===== src/hdl/bsam_pkg.sv =====
// shared types and constants of the bank switch address mapper
// no dependencies
package bsam_pkg;

    localparam int ADDR_W      = 16;
    localparam int BYTE_W      = 8;
    localparam int PADDR_W     = 21;
    localparam int ROM_CNT_W   = 8;
    localparam int RAM_CNT_W   = 3;
    localparam int CFG_INDEX_W = 2;
    localparam int CFG_DATA_W  = 8;

    localparam logic [ROM_CNT_W-1:0] ROM_CNT_RESET = 8'd2;
    localparam logic [RAM_CNT_W-1:0] RAM_CNT_RESET = 3'd0;
    localparam logic [ROM_CNT_W-1:0] ROM_CNT_SEC   = 8'd32;
    localparam logic [BYTE_W-1:0]    OPEN_BUS      = 8'hFF;
    localparam logic [3:0]           RAM_EN_KEY    = 4'hA;

    typedef enum logic [2:0] {
        TGT_NONE      = 3'd0,
        TGT_ROM_READ  = 3'd1,
        TGT_RAM_READ  = 3'd2,
        TGT_RAM_WRITE = 3'd3,
        TGT_REG       = 3'd4
    } target_t;

    typedef enum logic [CFG_INDEX_W-1:0] {
        REG_ROM_BANK_COUNT = 2'd0,
        REG_RAM_BANK_COUNT = 2'd1
    } cfg_reg_t;

    typedef enum logic [1:0] {
        WR_RAM_ENABLE = 2'd0,
        WR_ROM_LOW    = 2'd1,
        WR_SECONDARY  = 2'd2,
        WR_MODE       = 2'd3
    } reg_sel_t;

    typedef struct packed {
        logic              action;
        logic [ADDR_W-1:0] bus_address;
        logic [BYTE_W-1:0] write_byte;
    } bsam_item_t;

    typedef struct packed {
        logic [2:0]         target;
        logic [PADDR_W-1:0] physical_address;
        logic [BYTE_W-1:0]  byte_out;
    } bsam_result_t;

    typedef struct packed {
        logic                 ram_enabled;
        logic [4:0]           rom_bank_low;
        logic [1:0]           rom_bank_upper;
        logic [1:0]           ram_bank;
        logic                 banking_mode;
        logic [ROM_CNT_W-1:0] rom_bank_count;
        logic [RAM_CNT_W-1:0] ram_bank_count;
    } bsam_bank_t;

endpackage


===== src/hdl/bsam_if.sv =====
// valid/ready channel interfaces: bus access, result and configuration write
// depends on bsam_pkg
interface bsam_item_if;
    import bsam_pkg::*;
    logic              valid;
    logic              ready;
    logic              action;
    logic [ADDR_W-1:0] bus_address;
    logic [BYTE_W-1:0] write_byte;
    modport source (output valid, output action, output bus_address, output write_byte,
                    input ready);
    modport sink (input valid, input action, input bus_address, input write_byte,
                  output ready);
endinterface

interface bsam_result_if;
    import bsam_pkg::*;
    logic               valid;
    logic               ready;
    logic [2:0]         target;
    logic [PADDR_W-1:0] physical_address;
    logic [BYTE_W-1:0]  byte_out;
    modport source (output valid, output target, output physical_address, output byte_out,
                    input ready);
    modport sink (input valid, input target, input physical_address, input byte_out,
                  output ready);
endinterface

interface bsam_cfg_if;
    import bsam_pkg::*;
    logic                   valid;
    logic                   ready;
    logic [CFG_INDEX_W-1:0] index;
    logic [CFG_DATA_W-1:0]  data;
    modport source (output valid, output index, output data, input ready);
    modport sink (input valid, input index, input data, output ready);
endinterface


===== src/hdl/bsam_bank_regs.sv =====
// size registers and bank switching registers with their write decode
// depends on bsam_pkg
module bsam_bank_regs (
    input  logic                             clk,
    input  logic                             rst_n,
    input  logic                             cfg_we,
    input  logic [bsam_pkg::CFG_INDEX_W-1:0] cfg_index,
    input  logic [bsam_pkg::CFG_DATA_W-1:0]  cfg_data,
    input  logic                             upd,
    input  bsam_pkg::bsam_item_t             item,
    output bsam_pkg::bsam_bank_t             bank
);
    import bsam_pkg::*;

    bsam_bank_t bank_reg, bank_next;
    logic [ROM_CNT_W-1:0] mask;
    logic [4:0]           low_v;
    logic [1:0]           sec_v;
    logic                 sec_used;
    logic                 sec_ram;
    reg_sel_t             sel;

    assign mask     = bank_reg.rom_bank_count - 8'd1;
    assign low_v    = item.write_byte[4:0];
    assign sec_v    = item.write_byte[1:0];
    assign sec_used = (bank_reg.rom_bank_count > ROM_CNT_SEC) || (bank_reg.ram_bank_count > 3'd1);
    assign sec_ram  = (bank_reg.rom_bank_count <= ROM_CNT_SEC) && (bank_reg.ram_bank_count > 3'd1);
    assign sel      = reg_sel_t'(item.bus_address[14:13]);

    always_comb
    begin
        bank_next = bank_reg;
        if (cfg_we)
        begin
            unique case (cfg_index)
                REG_ROM_BANK_COUNT: bank_next.rom_bank_count = cfg_data;
                REG_RAM_BANK_COUNT: bank_next.ram_bank_count = cfg_data[RAM_CNT_W-1:0];
                default: ;
            endcase
        end
        if (upd)
        begin
            unique case (sel)
                WR_RAM_ENABLE: bank_next.ram_enabled = (item.write_byte[3:0] == RAM_EN_KEY);
                WR_ROM_LOW:
                begin
                    if (low_v == 5'd0)
                        bank_next.rom_bank_low = 5'd1;
                    else
                        bank_next.rom_bank_low = low_v & mask[4:0];
                end
                WR_SECONDARY:
                begin
                    priority if (sec_ram)
                        bank_next.ram_bank = sec_v;
                    else if (sec_used)
                        bank_next.rom_bank_upper = sec_v & mask[6:5];
                    else
                        bank_next.rom_bank_upper = bank_reg.rom_bank_upper;
                end
                WR_MODE: bank_next.banking_mode = item.write_byte[0];
                default: ;
            endcase
        end
    end

    always_ff @(posedge clk or negedge rst_n)
    begin
        if (!rst_n)
        begin
            bank_reg.ram_enabled    <= 1'b0;
            bank_reg.rom_bank_low   <= 5'd1;
            bank_reg.rom_bank_upper <= 2'd0;
            bank_reg.ram_bank       <= 2'd0;
            bank_reg.banking_mode   <= 1'b0;
            bank_reg.rom_bank_count <= ROM_CNT_RESET;
            bank_reg.ram_bank_count <= RAM_CNT_RESET;
        end
        else
        begin
            bank_reg <= bank_next;
        end
    end

    assign bank = bank_reg;

endmodule


===== src/hdl/bsam_translate.sv =====
// address decode and rom/ram translation of one bus access
// depends on bsam_pkg
module bsam_translate (
    input  bsam_pkg::bsam_item_t   item,
    input  bsam_pkg::bsam_bank_t   bank,
    output bsam_pkg::bsam_result_t result
);
    import bsam_pkg::*;

    logic [ADDR_W-1:0]  addr;
    logic               ram_window;
    logic [14:0]        ram_off;
    logic [15:0]        ram_size;
    logic               ram_ok;
    logic [PADDR_W-1:0] rom_pa;
    logic [21:0]        rom_size;
    logic               rom_ok;

    assign addr       = item.bus_address;
    assign ram_window = (addr[15:13] == 3'b101);
    assign ram_off    = {(bank.banking_mode ? bank.ram_bank : 2'd0), addr[12:0]};
    assign ram_size   = {bank.ram_bank_count, 13'd0};
    assign ram_ok     = bank.ram_enabled && (bank.ram_bank_count != 3'd0) && ram_window
                        && ({1'b0, ram_off} < ram_size);
    assign rom_size   = {bank.rom_bank_count, 14'd0};
    assign rom_ok     = ({1'b0, rom_pa} < rom_size);

    always_comb
    begin
        if (addr[14])
            rom_pa = {bank.rom_bank_upper, bank.rom_bank_low, addr[13:0]};
        else
            rom_pa = {(bank.banking_mode ? bank.rom_bank_upper : 2'd0), 5'd0, addr[13:0]};
    end

    always_comb
    begin
        result.target           = TGT_NONE;
        result.physical_address = '0;
        result.byte_out         = '0;
        priority if (item.action && !addr[15])
        begin
            result.target = TGT_REG;
        end
        else if (item.action)
        begin
            if (ram_ok)
            begin
                result.target           = TGT_RAM_WRITE;
                result.physical_address = {6'd0, ram_off};
                result.byte_out         = item.write_byte;
            end
        end
        else if (!addr[15])
        begin
            if (rom_ok)
            begin
                result.target           = TGT_ROM_READ;
                result.physical_address = rom_pa;
            end
            else
                result.byte_out = OPEN_BUS;
        end
        else if (ram_ok)
        begin
            result.target           = TGT_RAM_READ;
            result.physical_address = {6'd0, ram_off};
        end
        else
        begin
            result.byte_out = OPEN_BUS;
        end
    end

endmodule


===== src/hdl/bank_switch_address_mapper.sv =====
// top level of the bank switch address mapper: input register, translation, result register
// depends on bsam_pkg, bsam_if, bsam_bank_regs, bsam_translate
//
// channel   dir  beat contents
// request   in   action, bus_address, write_byte
// response  out  target, physical_address, byte_out
// cfg       in   index, data (register write, always ready)
//
// one beat per cycle while response is ready; path: input register, then result register
// register writes take effect for the very next beat
// a stalled response holds the result; request stays ready while the input stage can move
// reset restores the size registers and the bank registers to their reset values
module bank_switch_address_mapper (
    input  logic                 clk,
    input  logic                 rst_n,
    bsam_item_if.sink            request,
    bsam_result_if.source        response,
    bsam_cfg_if.sink             cfg
);
    import bsam_pkg::*;

    logic         s1_valid_reg, s1_valid_next;
    bsam_item_t   s1_item_reg;
    logic         out_valid_reg, out_valid_next;
    bsam_result_t out_reg;
    bsam_result_t result;
    bsam_bank_t   bank;
    bsam_item_t   in_item;
    logic         advance;
    logic         take;
    logic         upd;

    assign in_item = '{action: request.action, bus_address: request.bus_address,
                       write_byte: request.write_byte};
    assign advance = !out_valid_reg || response.ready;
    assign request.ready = advance || !s1_valid_reg;
    assign take    = request.valid && request.ready;
    assign upd     = s1_valid_reg && advance && s1_item_reg.action
                     && !s1_item_reg.bus_address[15];
    assign cfg.ready = 1'b1;

    bsam_bank_regs u_regs (
        .clk       (clk),
        .rst_n     (rst_n),
        .cfg_we    (cfg.valid),
        .cfg_index (cfg.index),
        .cfg_data  (cfg.data),
        .upd       (upd),
        .item      (s1_item_reg),
        .bank      (bank)
    );

    bsam_translate u_xlate (
        .item   (s1_item_reg),
        .bank   (bank),
        .result (result)
    );

    always_comb
    begin
        s1_valid_next  = s1_valid_reg;
        out_valid_next = out_valid_reg;
        if (advance)
        begin
            out_valid_next = s1_valid_reg;
            s1_valid_next  = take;
        end
        else if (take)
        begin
            s1_valid_next = 1'b1;
        end
    end

    always_ff @(posedge clk or negedge rst_n)
    begin
        if (!rst_n)
        begin
            s1_valid_reg  <= 1'b0;
            out_valid_reg <= 1'b0;
        end
        else
        begin
            s1_valid_reg  <= s1_valid_next;
            out_valid_reg <= out_valid_next;
        end
    end

    always_ff @(posedge clk)
    begin
        if (take)
            s1_item_reg <= in_item;
        if (advance && s1_valid_reg)
            out_reg <= result;
    end

    assign response.valid            = out_valid_reg;
    assign response.target           = out_reg.target;
    assign response.physical_address = out_reg.physical_address;
    assign response.byte_out         = out_reg.byte_out;

    // a beat in the input stage reaches the result register when it moves
    a_stage_move: assert property (@(posedge clk) disable iff (!rst_n)
        (s1_valid_reg && advance) |=> out_valid_reg)
        else $error("input stage beat lost");

    // the input stage never drops a beat while the result side is stalled
    a_stage_hold: assert property (@(posedge clk) disable iff (!rst_n)
        (s1_valid_reg && !advance) |=> (s1_valid_reg && $stable(s1_item_reg)))
        else $error("input stage overwritten during stall");

    // open bus and ignored results never carry an address
    a_none_addr: assert property (@(posedge clk) disable iff (!rst_n)
        (out_valid_reg && (out_reg.target == TGT_NONE)) |-> (out_reg.physical_address == '0))
        else $error("address on ignored result");

    // register updates report a zero address and a zero byte_out
    a_reg_fields: assert property (@(posedge clk) disable iff (!rst_n)
        (out_valid_reg && (out_reg.target == TGT_REG))
        |-> ((out_reg.physical_address == '0) && (out_reg.byte_out == '0)))
        else $error("register update with nonzero fields");

endmodule


===== src/flat_wrapper.sv =====
// flat-port wrapper written by rule: the top's interface ports become plain ports
module bank_switch_address_mapper_flat import bsam_pkg::*;
  (clk, rst_n, request_valid, request_action, request_bus_address, request_write_byte, request_ready, response_valid, response_target, response_physical_address, response_byte_out, response_ready, cfg_valid, cfg_index, cfg_data, cfg_ready);
  bsam_item_if request_i ();
  bsam_result_if response_i ();
  bsam_cfg_if cfg_i ();
  input  logic clk;
  input  logic rst_n;
  input wire logic [$bits(request_i.valid)-1:0] request_valid;
  input wire logic [$bits(request_i.action)-1:0] request_action;
  input wire logic [$bits(request_i.bus_address)-1:0] request_bus_address;
  input wire logic [$bits(request_i.write_byte)-1:0] request_write_byte;
  output wire logic [$bits(request_i.ready)-1:0] request_ready;
  output wire logic [$bits(response_i.valid)-1:0] response_valid;
  output wire logic [$bits(response_i.target)-1:0] response_target;
  output wire logic [$bits(response_i.physical_address)-1:0] response_physical_address;
  output wire logic [$bits(response_i.byte_out)-1:0] response_byte_out;
  input wire logic [$bits(response_i.ready)-1:0] response_ready;
  input wire logic [$bits(cfg_i.valid)-1:0] cfg_valid;
  input wire logic [$bits(cfg_i.index)-1:0] cfg_index;
  input wire logic [$bits(cfg_i.data)-1:0] cfg_data;
  output wire logic [$bits(cfg_i.ready)-1:0] cfg_ready;
  assign request_i.valid = request_valid;
  assign request_i.action = request_action;
  assign request_i.bus_address = request_bus_address;
  assign request_i.write_byte = request_write_byte;
  assign request_ready = request_i.ready;
  assign response_valid = response_i.valid;
  assign response_target = response_i.target;
  assign response_physical_address = response_i.physical_address;
  assign response_byte_out = response_i.byte_out;
  assign response_i.ready = response_ready;
  assign cfg_i.valid = cfg_valid;
  assign cfg_i.index = cfg_index;
  assign cfg_i.data = cfg_data;
  assign cfg_ready = cfg_i.ready;
  bank_switch_address_mapper u_core (.clk(clk), .rst_n(rst_n), .request(request_i), .response(response_i), .cfg(cfg_i));
endmodule

===== config.mk =====
export PLATFORM = sky130hd
export DESIGN_NAME = bank_switch_address_mapper_flat
export DESIGN_NICKNAME = d
export VERILOG_FILES = /design/src/hdl/bsam_pkg.sv /design/src/hdl/bsam_if.sv /design/src/hdl/bsam_bank_regs.sv /design/src/hdl/bsam_translate.sv /design/src/hdl/bank_switch_address_mapper.sv /design/src/flat_wrapper.sv
export SDC_FILE = /design/constraint.sdc
export NUM_CORES = 1
export LEC_CHECK = 0
export BUFFER_PORTS_ARGS = -buffer_cell sky130_fd_sc_hd__buf_4
export CAP_MARGIN = 15
export CORE_MARGIN = 2
export CORE_UTILIZATION = 56
export CTS_BUF_LIST = sky130_fd_sc_hd__clkbuf_8
export CTS_CLUSTER_DIAMETER = 100
export DETAILED_ROUTE_END_ITERATION = 6
export GPL_TIMING_DRIVEN = 0
export PLACE_DENSITY = 0.85
export SLEW_MARGIN = 10
export SYNTH_ARGS = -nofsm -noshare
export SYNTH_HDL_FRONTEND = slang
export SYNTH_HIERARCHICAL = 1
export SYNTH_SLANG_ARGS = --single-unit

===== constraint.sdc =====
create_clock -name clk -period 2.6 [get_ports clk]
set_input_delay 0.26 -clock clk [delete_from_list [all_inputs] [get_ports clk]]
set_output_delay 0.26 -clock clk [all_outputs]
set_load 0.005 [all_outputs]

# == Word level (Yosys, flattened, before mapping) ==
# Index checks and enable logic that the tools add are counted.
# W data, S select, Z words.
# word_totals
reg_bits,81
input_bits,40
output_inout_bits,35
elab_cells,70
# classes
addsub,1
magnitude_cmp,5
eq_ne,6
mux,13
bitwise_logic,3
n_reduce_logical,27
# ops
cell,n
$mux W32,2
$mux W31,1
$mux W23,1
$lt A21 B22 Y1,1
$mux W22,1
$mux W21,1
$lt A15 B16 Y1,1
$mux W8,2
$reduce_and A2 Y1,5
$logic_and A1 B1 Y1,9
$gt A8 B6 Y1 const B,1
$le A8 B6 Y1 const B,1
$sub A7 B1 Y7 const B,1
$and A5 B5 Y5,1
$logic_not A5 Y1,1
$mux W5,1
$eq A2 B1 Y1 const B,2
$eq A2 B2 Y1 const B,2
$eq A4 B4 Y1 const B,1
$logic_not A2 Y1,2
$mux W2,2
$reduce_and A4 Y1,1
$eq A3 B3 Y1 const B,1
$gt A3 B1 Y1 const B,1
8 further kinds,13

# == Longest topological paths before layout ==
# Gate-level depths: netlist of the first run.
# depth
ltp_word,7
mapped_depth,8
ltp_nobuf,7

# == Modules after synthesis ==
# The synthesis of the first run kept the hierarchy.
# by_module_without_submodules
mod,n_inst,cells_each,area_per_inst_um2
bank_switch_address_mapper,1,68,1836.8
bsam_bank_regs,1,92,1036.0
bsam_translate,1,80,611.8

# == Worst setup path before layout of the first run ==
# Ideal clock, no wire load.
# synth_timing
path_kind,register to register
startpoint,register u_core/s1_item_reg[22] in the netlist's numbering
endpoint,"register u_core.out_reg (netlist bit u_core/response.physical_address[10]), data pin"
arrival_ns,1.958
t_required_ns,2.345
slack_ns,0.387
stages_incl_launch_ff,9
n_path_buf,1
period_less_slack_ns,2.213
cell_sequence,edfxtp_1 > o21a_1 > ha_1 > nand2_1 > nor2_1 > o211ai_2 > a21oi_2 > buf_6 > nor2b_2
# synth_between
elab_chain_len,6
word_cells_on_any_way,10
# synth_lines
item,line,source
from (decl),bank_switch_address_mapper.sv:23,bsam_item_t s1_item_reg;
from (signal assigned),bank_switch_address_mapper.sv:91,s1_item_reg <= in_item;
branches (longest 5 deep; another with $lt A21 B22 Y1),-,
$mux W32 (*),bsam_translate.sv:45,else if (item.action)
to (signal assigned),bank_switch_address_mapper.sv:93,out_reg <= result;
to (decl),bank_switch_address_mapper.sv:25,bsam_result_t out_reg;
# Every way passes the cells marked *.
# A chain may end at the register's enable or synchronous reset.

# == Worst setup path after layout of the first run ==
# layout_timing
startpoint,register u_core/s1_item_reg[22] in the netlist's numbering
endpoint,"register u_core.out_reg (netlist bit u_core/response.physical_address[12]), data pin"
# Same word-level chain as after synthesis.

==> metrics.cfg, run 1 <==
[status]
status = finished clean

[sta]
rsz0062_at_grt = no
fmax_ghz = 0.406
finalCritPeriodShare_pct = 94.7
fin_ws_ns = 0.137
finalSetupViolCount = 0
holdWs_ns = 0.0801
setup_tns_ns = 0
relSlewSlack_pct = 50.3
worst_slew_pin_slew_ns = 0.746
skew_ns = 0.0113
fin_crit_ns = 2.46
hold_violations = 0
drv_slew = 0

[clocking]
clk_pin_slew_ns = 0.08
clockBufferDepth = 2
clock-sinks = 81
clk_latency_ns = 0.35
cts_tree = built
h-tree-depth = 3
cts_made_buffers = 9
cts_root_buffer = clkbuf_8

[grt]
grt_max_degree = 33
grt_pass1_wl_microns = 10900
grt_pass1_vias = 2209
grt_overflow = 0
grt_use_total_pct = 20.7
antenna_found_initial = 0

[setup_path]
cp_top_family = compound AO/OA/AOI/OAI gates
path_max_fanout = 10
worstPathArrival_ns = 2.67
worstPathCellList = o21a_1, ha_1, a21oi_1, nor2_1, a2111oi_4, a21oi_4, buf_6, nor2b_2
endpoint_kind = register
startpoint_type = register
cp_slowest_cell = edfxtp_1
required_ns = 2.80
critPathBufInv = 1
cp_slowest_stage_delay_ns = 0.54
critPathKind = register to register

[final_layout]
drive_gt1_share_pct = 41.3
fill_cells = 386
largest_register_ffs = 25
area_growth_pct = 25.0
n_antenna_cell = 0
layout.nets = 376

[synthesis]
ys_seq_elements = 81
synth_nets = 289
dominantRegCellSynth = edfxtp_1
syn_area_sq_um = 3480
seq_area_frac_synth_pct = 66.4
synth_top_family_by_area = simple AND/OR/NAND/NOR gates
synthesis.instances = 240
synthAdderAreaFrac_pct = 3.23
syn-mean-instance-area_sq_um = 14.5
synth_xor_area_share_pct = 1.26
synthMuxAreaShare_pct = 3.77
ys_async_sr_fraction_pct = 29.6
synth-compound-area-share_pct = 7.94
yosys.area_share.simple_pct = 15.3
yosys_warnings = 6
synth-edff-count = 57
ys_types = 50

[power_and_ir_drop]
p_per_area_nw_per_um2 = 688
peakVddDrop_v = 0.000505
p_leak_nw = 1.90
p_total_w = 0.00299

[route]
drc = 0
vias_per_cell = 5.40
detail-route-antenna-nets = 0
wl_microns = 6770
avgRoutedWirePerCell_microns = 16.6
firstDrtPassIters = 5
drt_iter0_drc = 160
vias = 2197

[placed_design]
dpl.hpwl_microns = 4860
numPortBuffers = 73
post-place-ws_ns = -0.0142
gp_congestion = 0.892

[die]
ios = 75
start_util_pct = 58.5
rows = 28
fp.dieH_microns = 82.9
die_w_microns = 82.9
core_sq_um = 5960
die-area_sq_um = 6870

[worst_hold_path]
hp-class = input port to register

[flow_run]
drv_cap = 0

-- where the power goes --
| part | internal (W) | leakage (nW) | switching (W) |
|---|---|---|---|
| logic | 0.000236 | 0.947 | 0.000223 |
| registers | 0.00154 | 0.854 | 0.000106 |
| clock network | 0.000442 | 0.0974 | 0.000445 |
-- through the flow --
step | std cells | area (sq um) | util [%]
after floorplan | 240 | 3480 | -
after global placement | 388 | 4130 | 69.3
after detailed placement | 388 | 4130 | 69.3
after CTS | 405 | 4330 | 72.8
after global routing | 407 | 4360 | 73.1
final | 407 | 4360 | 73.1
-- cell families (layout without fill, tap and decap cells) --
logic type	count (synthesis)	count (layout)
other	1	1
adders and majority gates	9	9
DFF	81	81
AOI/OAI and AO/OA	35	35
buffers and inverters	15	107
muxes	11	11
and+or+nand+nor	83	83
xor gates and xnor gates	5	5
-- cells in the final DEF (no fill, tap or decap), types with 2 or more instances in the layout --
cell type / n
dfstp_2: 2
o21ai_0: 9
inv_1: 13
clkbuf_8: 9
and2b_2: 3
nand2b_1: 4
nand2_1: 24
xor2_1: 5
mux2_2: 9
nand3_1: 5
o31ai_1: 3
nor3_1: 2
nor2b_2: 8
buf_4: 76
and3_2: 6
and2_1: 6
o21a_1: 2
ha_1: 9
a21oi_1: 2
a21o_1: 9
inv_6: 2
nor2b_4: 2
nand3b_1: 4
dfrtp_1: 22
nor2_1: 4
mux2_4: 2
edfxtp_1: 57
-- area by class of cell --
class	instances	area, sq um	area share [%]
clock inverter	7	68.8	1.58
sequential	81	2310	53.1
timing repair buffer	76	573	13.2
multi-input combinational	144	1110	25.5
tap	75	93.8	2.15
inverter	12	45.0	1.03
clock buffer	9	124	2.84
buffer	3	23.8	0.546
-- cells in the mapped netlist, types with 2 or more instances --
cell type	number	area [sq um]
inv_1	12	45.0
nand2b_1	4	25.0
xor2_1	5	43.8
nor2_1	5	18.8
o21ai_0	9	45.0
a21oi_2	2	17.5
nor2b_2	8	70.1
and2b_2	3	26.3
and3_2	6	45.0
mux2_2	9	101
and2_1	7	43.8
dfrtp_1	22	551
dfstp_2	2	52.6
o31ai_1	3	22.5
o21a_1	2	15.0
edfxtp_1	57	1710
mux2_4	2	30.0
nor2b_4	2	27.5
ha_1	9	113
nand3b_1	4	30.0
a21oi_1	2	10.0
nor3_1	2	10.0
nand2_1	24	90.1
nand3_1	5	25.0
a21o_1	9	67.6
-- metal layers --
metal	vias up	part of all wire, %	global-route usage [%]	wire [microns]
met5	-	0	0	0
met4	0	2.8	12.2	187
met3	16	5.2	4.67	350
met2	85	51	33.8	3470
met1	1051	41	25.3	2770
li1	1045	-	-	-
-- final timing paths --
kind,slack [ns],depth (start not counted),endpoint,from
worst max-delay path,0.14,8,u_core/response.physical_address[12]$_DFFE_PP_,u_core/s1_item_reg[22]$_DFFE_PP_
min in group asynchronous,0.34,2,u_core/u_regs/bank[8]$_DFFE_PN0P_,rst_n
max in group asynchronous,1.97,2,u_core/u_regs/bank[16]$_DFFE_PN1P_,rst_n
worst max register to register,0.14,8,u_core/response.physical_address[12]$_DFFE_PP_,u_core/s1_item_reg[22]$_DFFE_PP_
worst min-delay path,0.08,1,u_core/s1_item_reg[4]$_DFFE_PP_,request_write_byte[4]
worst min register to register,0.49,2,u_core/u_regs/bank[21]$_DFFE_PN0P_,u_core/u_regs/bank[21]$_DFFE_PN0P_
-- timing repair --
| action | CTS | global route |
|---|---|---|
| cloned | 0 | 0 |
| hold buffers | 1 | 0 |
| pin swaps | 1 | 1 |
| hold endpoints to repair | 22 | 0 |
| resized for setup | 1 | 1 |
| setup buffers | 0 | 2 |
| endpoints found under the setup margin | 11 | 14 |
Power figures use the tool's default switching activity.
==> run 2, diff against run 1 <==
Settings changed: SYNTH_HIERARCHICAL 1 to default.
==> run 2 against run 1 <==
Total power is 2.7% higher. Via count is 1.3% lower. Non-clock buffer count is 1 higher. Worst hold slack worse by 0.0013 ns. Wire length is 2.8% higher. Area after synthesis is 3.8% lower. First-iteration DRC count is 11% higher. Die area is 3.6% lower. Largest cell class unchanged. Combinational power is 14% higher. Global-route usage is 2.0 points higher. Core utilization is 0.65 points lower. Synthesized cell count is 0.42% higher.
==> metrics.cfg, run 2 <==
[synthesis]
yosys.area_share.simple_pct = 14.5  ; -0.78 points
synth-edff-count = 57  ; unchanged
synth-compound-area-share_pct = 7.31  ; -0.62 points
synth_nets = 289  ; unchanged
ys_seq_elements = 81  ; unchanged
seq_area_frac_synth_pct = 69.0  ; +2.6 points
synth_area_leaders = edfxtp_1 (51%), dfrtp_1 (16%), nor2b_1 (3.2%), ha_1 (3.0%), nand2_1 (2.6%)
yosysMostFrequentCell = edfxtp_1
synthesis.instances = 241  ; +0.42%
synth_xor_area_share_pct = 1.04  ; -0.21 points
synthMuxAreaShare_pct = 2.95  ; -0.82 points
ys_types = 40  ; -20%
syn-mean-instance-area_sq_um = 13.9  ; -4.2%
ys_async_sr_fraction_pct = 29.6  ; unchanged
dominantRegCellSynth = edfxtp_1
synthAdderAreaFrac_pct = 2.99  ; -0.25 points
syn_area_sq_um = 3350  ; -3.8%
netlist.area_leader.share_pct = 51.0  ; +1.9 points
synthTopCellsByCount = edfxtp_1 (57), nand2_1 (23), dfrtp_1 (22), nor2b_1 (17), o21ai_0 (13)
synth_top_family_by_area = simple AND/OR/NAND/NOR gates
yosys_warnings = 0  ; -6
synth_top_area_cell = edfxtp_1

[route]
avgRoutedWirePerCell_microns = 17.1  ; +2.8%
wl_microns = 6970  ; +2.8%
detail-route-antenna-nets = 0  ; unchanged
vias_per_cell = 5.33  ; -1.3%
firstDrtPassIters = 4  ; -1
vias = 2168  ; -1.3%
drc = 0  ; unchanged
drt_iter0_drc = 177  ; +11%

[setup_path]
cpMostUsedCell = nor2_1
critPathBufInv = 1  ; unchanged
worstPathArrival_ns = 2.55  ; -0.12 ns
critPathKind = register to register
path_depth = 9  ; +1
cp_slowest_stage_delay_ns = 0.50  ; -0.04 ns
path_max_fanout = 10  ; unchanged
worstPathCellList = nor2_1, nor2_1, ha_1, nand2_1, nor2_1, o311ai_2, a31oi_2, buf_2, nor2b_1
endpoint_kind = register
r2r-end = u_core.response.physical_address[10]$_SDFFCE_PP0P_
crit_path_end = u_core.response.physical_address[10]$_SDFFCE_PP0P_
startpoint_type = register
crit_path_start = u_core.s1_item_reg[22]$_DFFE_PP_
r2r_cells = 9  ; +1
cp_slowest_cell = edfxtp_1
setup.reg_to_reg.worst_slack_ns = 0.15  ; +0.02 ns
cp_top_family = simple AND/OR/NAND/NOR gates
reg2reg_from = u_core.s1_item_reg[22]$_DFFE_PP_
required_ns = 2.70  ; -0.10 ns

[final_layout]
final_cell_mix = buf_4 (77), edfxtp_1 (57), nand2_1 (23), dfrtp_1 (22), nor2b_1 (17)
seq_area_sq_um = 2310  ; unchanged
final_common_cell = buf_4
multi_input_area_sq_um = 997  ; -10%
area_growth_pct = 26.5
drive_gt1_share_pct = 34.6  ; -6.6 points
largest_register_ffs = 25  ; unchanged
n_antenna_cell = 0  ; unchanged
layout.nets = 375  ; -0.27%
fill_cells = 387  ; +0.26%

[placed_design]
gp_congestion = 0.858  ; -3.8%
numPortBuffers = 73  ; unchanged
dpl.hpwl_microns = 5170  ; +6.5%
post-place-ws_ns = -0.153  ; -0.139 ns

[clocking]
clockBufferDepth = 2  ; unchanged
cts_made_buffers = 9  ; unchanged
clk_pin_slew_ns = 0.08  ; about the same
h-tree-depth = 3  ; unchanged
clock-sinks = 81  ; unchanged
cts_root_buffer = clkbuf_8
clk_latency_ns = 0.35  ; about the same
cts_tree = built

[die]
core_sq_um = 5850  ; -1.8%
die_w_microns = 81.4  ; -1.8%
fp.dieH_microns = 81.4  ; -1.8%
rows = 28  ; unchanged
ios = 75  ; unchanged
start_util_pct = 57.3  ; -1.2 points
die-area_sq_um = 6620  ; -3.6%

[flow_run]
drv_cap = 0  ; unchanged

[sta]
skew_ns = 0.00890  ; -0.00244 ns
drv_slew = 0  ; unchanged
finalSetupViolCount = 0  ; unchanged
hold_violations = 0  ; unchanged
rsz0062_at_grt = no
fmax_ghz = 0.409  ; +0.69%
worst_slew_pin_slew_ns = 1.13  ; +0.385 ns
relSlewSlack_pct = 24.6  ; -26 points
finalCritPeriodShare_pct = 94.1  ; -0.65 points
fin_crit_ns = 2.45  ; -0.0169 ns
setup_tns_ns = 0  ; unchanged
fin_ws_ns = 0.154  ; +0.0169 ns

[grt]
antenna_found_initial = 0  ; unchanged
grt_use_total_pct = 22.7  ; +2.0 points
grt_pass1_wl_microns = 10600  ; -2.6%
grt_pass1_vias = 2139  ; -3.2%
grt_overflow = 0  ; unchanged
grt_max_degree = 33  ; unchanged

[power_and_ir_drop]
p_leak_nw = 1.80  ; -5.0%
p_per_area_nw_per_um2 = 725  ; +5.5%
peakVddDrop_v = 0.000533  ; +5.6%

[worst_hold_path]
holdCritStartpoint = request_write_byte[3]
hp-class = input port to register

[status]
status = finished clean

## run 2: cell count changes in the layout (fill, tap and decap cells not counted), sizes merged, moves of 4 or more
cell / change
and2b: -4
mux2: -4
nor2: +4
nor2b: +6
o21ai: +4
xor2: -4
## run 2: timing repair
item	in CTS	in global routing
resized for setup	2	3
buffers inserted	0	3
endpoints found under the setup margin	23	20
pin swaps	0	0
hold buffers	1	0
hold endpoints to repair	22	0
## run 2: cell type report
type / instances / area share [%]
Clock inverter: 7 / 1.62
Clock buffer: 9 / 2.92
Tap cell: 75 / 2.21
Sequential cell: 81 / 54.6
Multi-Input combinational cell: 143 / 23.5
Inverter: 12 / 1.06
Timing Repair Buffer: 77 / 13.7
Buffer: 3 / 0.384
## run 2: layer usage
metal	global-route usage [%]	vias to the layer above	share of wire (%)
met5	0	-	0
met4	9.32	0	1.1
met3	5.89	10	4.9
met2	39.0	62	55
met1	27.2	1058	39
li1	-	1038	-
## run 2: cells by family (layout without fill, tap and decap cells)
| logic type | count (synthesis) | count (layout) |
|---|---|---|
| simple gates | 85 | 85 |
| other cells | 1 | 1 |
| flops | 81 | 81 |
| buf+inv | 17 | 108 |
| fa+ha+maj | 8 | 8 |
| compound gates | 36 | 36 |
| mux | 9 | 9 |
| xor+xnor | 4 | 4 |
## run 2: worst min-delay path by stage
stage	cells past startpoint	slack (ns)	end
after floorplan	0	-0.04	u_core.response.valid$_DFFE_PN0N_
after global placement	1	0.17	u_core.u_regs.bank[2]$_DFFE_PN0P_
after detailed placement	1	0.18	u_core.u_regs.bank[2]$_DFFE_PN0P_
after CTS	1	0.07	u_core.s1_item_reg[3]$_DFFE_PP_
after global routing	1	0.06	u_core.s1_item_reg[6]$_DFFE_PP_
final	1	0.08	u_core.s1_item_reg[3]$_DFFE_PP_
## run 2: per-stage QoR
stage | hold WS, ns | power [W] | utilization (%) | std cells | area [sq um]
finish | 0.0789 | 0.00307 | 72.5 | 407 | 4240
global route | 0.0568 | 0.00323 | 72.5 | 407 | 4240
CTS | 0.0699 | 0.00308 | 71.9 | 405 | 4210
detailed placement | 0.176 | 0.00219 | 68.3 | 389 | 4000
global placement | 0.170 | 0.00215 | 68.3 | 389 | 4000
floorplan | -0.0356 | 0.00195 | - | 241 | 3350
## run 2: report_power, final
part	total [W]	switching, W	internal [W]
logic	0.000520	0.000264	0.000256
registers	0.00166	0.0000957	0.00156
clock network	0.000895	0.000451	0.000444
==> run 3, diff against run 2 <==
Settings changed: ABC_AREA from default to 1, CTS_CLUSTER_DIAMETER 100 to 200.
==> run 3 against run 2 <==
Sequential cell count unchanged. Clock power is 12% lower. Highest routed layer unchanged. Synthesized cell count up 28%. Largest power group unchanged. Wire length grew 5.2%. Sequential share of layout area is 1.1 points lower. Die area rose by 3.7%. First-iteration DRC count decreased by 15%. Register-to-register slack gained 0.14 ns. Non-clock buffer count up 3. Maximum frequency increased by 6.1%.
==> metrics.cfg, run 3 <==
[placed_design]
dpl.hpwl_microns = 5190  ; +0.25%
place_inst = 457  ; +17%
dpl_cell_area_sq_um = 4150  ; +3.9%
gp_congestion = 0.879  ; +2.5%
numPortBuffers = 73  ; unchanged

[route]
avgRoutedWirePerCell_microns = 15.5  ; -9.5%
vias = 2504  ; +15%
detail-route-antenna-nets = 0  ; unchanged
wl_microns = 7330  ; +5.2%
drt_iter0_drc = 151  ; -15%
vias_per_cell = 5.29  ; -0.62%
drc = 0  ; unchanged
firstDrtPassIters = 7  ; +3

[synthesis]
seq_area_frac_synth_pct = 66.4  ; -2.6 points
ys_async_sr_fraction_pct = 29.6  ; unchanged
ys_types = 31  ; -23%
synthTopCellsByCount = edfxtp_1 (57), nand2_1 (55), inv_1 (45), nor2_1 (25), dfrtp_1 (22)
yosys_warnings = 0  ; unchanged
netlist.area_leader.share_pct = 49.1  ; -1.9 points
dominantRegCellSynth = edfxtp_1
synth_area_leaders = edfxtp_1 (49%), dfrtp_1 (16%), nand2_1 (5.9%), inv_1 (4.8%), a21oi_2 (3.0%)
syn_area_sq_um = 3480  ; +3.9%
synth-edff-count = 57  ; unchanged
ys_seq_elements = 81  ; unchanged
synthesis.instances = 308  ; +28%
synth_nets = 356  ; +23%
syn-mean-instance-area_sq_um = 11.3  ; -19%
yosysMostFrequentCell = edfxtp_1
synth_top_area_cell = edfxtp_1

[die]
start_util_pct = 58.5  ; +1.2 points
die_w_microns = 82.9  ; +1.8%
rows = 28  ; unchanged
ios = 75  ; unchanged
fp.dieH_microns = 82.9  ; +1.8%
die-area_sq_um = 6870  ; +3.7%
core_sq_um = 5960  ; +1.8%

[clocking]
cts_tree = built
ctsResizeCount = 0  ; -2
clockBufferDepth = 2  ; unchanged
clk_pin_slew_ns = 0.09  ; about the same
clk_latency_ns = 0.35  ; about the same
cts_hold_buf = 1  ; unchanged
h-tree-depth = 3  ; unchanged
clock-sinks = 81  ; unchanged
post-cts-setup-buffers = 0  ; unchanged
cts_root_buffer = clkbuf_8
cts_made_buffers = 9  ; unchanged

[setup_path]
endpoint_kind = register
path_max_fanout = 10  ; unchanged
cp_slowest_stage_delay_ns = 0.38  ; -0.12 ns
required_ns = 2.80  ; +0.10 ns
setup.reg_to_reg.worst_slack_ns = 0.30  ; +0.14 ns
startpoint_type = register
cp_slowest_cell = edfxtp_1
path_depth = 10  ; +1
critPathBufInv = 3  ; +2
critPathKind = register to register
r2r_cells = 10  ; +1
worstPathCellList = buf_6, o21ai_0, inv_1, ha_1, a21oi_1, nor2_1, nor2_1, nand3_2, buf_6, a21oi_2
worstPathArrival_ns = 2.51  ; -0.04 ns
cp_top_family = compound AO/OA/AOI/OAI gates

[grt]
grt_use_total_pct = 22.0  ; -0.71 points
grt_max_degree = 30  ; -9.1%
grt_pass1_vias = 2461  ; +15%
antenna_found_initial = 0  ; unchanged
grt_overflow = 0  ; unchanged
grt_pass1_wl_microns = 11700  ; +10%

[final_layout]
largest_register_ffs = 25  ; unchanged
final_common_cell = buf_4
seq_area_sq_um = 2310  ; unchanged
fill_cells = 405  ; +4.7%
layout.nets = 442  ; +18%
n_antenna_cell = 0  ; unchanged
design_area_sq_um = 4330  ; +2.0%
stdcell_count = 473  ; +16%
multi_input_area_sq_um = 928  ; -6.9%
final_cell_mix = buf_4 (77), edfxtp_1 (57), nand2_1 (55), inv_1 (46), nor2_1 (25)
drive_gt1_share_pct = 29.9  ; -4.7 points
area_growth_pct = 24.1

[power_and_ir_drop]
p_total_w = 0.00300  ; -2.3%
p_leak_nw = 1.99  ; +11%
peakVddDrop_v = 0.000384  ; -28%
p_per_area_nw_per_um2 = 695  ; -4.2%

[sta]
finalSetupViolCount = 0  ; unchanged
hold_violations = 0  ; unchanged
skew_ns = 0.0110  ; +0.00207 ns
setup_tns_ns = 0  ; unchanged
drv_slew = 0  ; unchanged
fmax_ghz = 0.434  ; +6.1%
finalCritPeriodShare_pct = 88.6  ; -5.4 points
rsz0062_at_grt = no
worst_slew_pin_slew_ns = 1.00  ; -0.128 ns
fin_crit_ns = 2.30  ; -0.142 ns
relSlewSlack_pct = 33.1  ; +8.5 points

[flow_run]
drv_cap = 0  ; unchanged

[status]
status = finished clean

[worst_hold_path]
hp-class = input port to register
hold_depth = 1  ; unchanged

run 3: per-stage QoR:
| stage | hold slack [ns] | util [%] | worst slack, ns |
|---|---|---|---|
| 5_1_grt | 0.0586 | 72.6 | 0.130 |
| 4_1_cts | 0.0599 | 72.6 | 0.341 |
| 6_report | 0.0743 | 72.6 | 0.295 |
| 3_3_place_gp | 0.174 | 69.3 | -0.106 |
| 2_1_floorplan | -0.0356 | - | 0.431 |
| 3_5_place_dp | 0.178 | 69.7 | 0.402 |
run 3: where the power goes:
group,switching [W],internal [W],total (W)
registers,0.0000894,0.00158,0.00167
clock network,0.000452,0.000336,0.000788
logic,0.000308,0.000239,0.000547
total,0.000849,0.00216,0.00300
run 3: cell type report:
type / instances / share of cell area [%]
Clock inverter: 6 / 0.868
Inverter: 48 / 4.19
Tap cell: 75 / 2.17
Buffer: 8 / 1.56
Clock buffer: 9 / 2.86
Multi-Input combinational cell: 171 / 21.5
Sequential cell: 81 / 53.5
Timing Repair Buffer: 75 / 13.4
run 3: worst paths after layout:
| path | from | endpoint |
|---|---|---|
| setup / recovery | u_core.s1_item_reg[22]$_DFFE_PP_ | u_core.response.physical_address[3]$_SDFFCE_PP0P_ |
| hold / removal | request_bus_address[7] | u_core.s1_item_reg[15]$_DFFE_PP_ |
| setup reg to reg | u_core.s1_item_reg[22]$_DFFE_PP_ | u_core.response.physical_address[3]$_SDFFCE_PP0P_ |
| hold reg to reg | u_core.u_regs.bank[17]$_DFFE_PN0P_ | u_core.u_regs.bank[17]$_DFFE_PN0P_ |
| max in group asynchronous | rst_n | u_core.u_regs.bank[16]$_DFFE_PN1P_ |
| min in group asynchronous | rst_n | u_core.u_regs.bank[5]$_DFFE_PN0P_ |
run 3: routing by layer:
metal | track usage (%) | up-vias | share of wire (%)
met5 | 0 | - | 0
met4 | 10.4 | 0 | 2.4
met3 | 4.57 | 19 | 7.8
met2 | 36.5 | 124 | 50
met1 | 27.8 | 1164 | 40
li1 | - | 1197 | -
run 3: logic make-up (layout without fill, tap and decap cells):
logic type               after synthesis  after routing  share of synthesized area, %
AND/OR/NAND/NOR                      110            110                          14.2
flip-flops                            81             81                          66.4
buffers and inverters                 56            146                          7.15
AO/OA/AOI/OAI                         50             50                          8.76
adder cells (fa/ha/maj)                8              8                          2.87
XOR/XNOR                               2              2                         0.503
other                                  1              1                         0.108
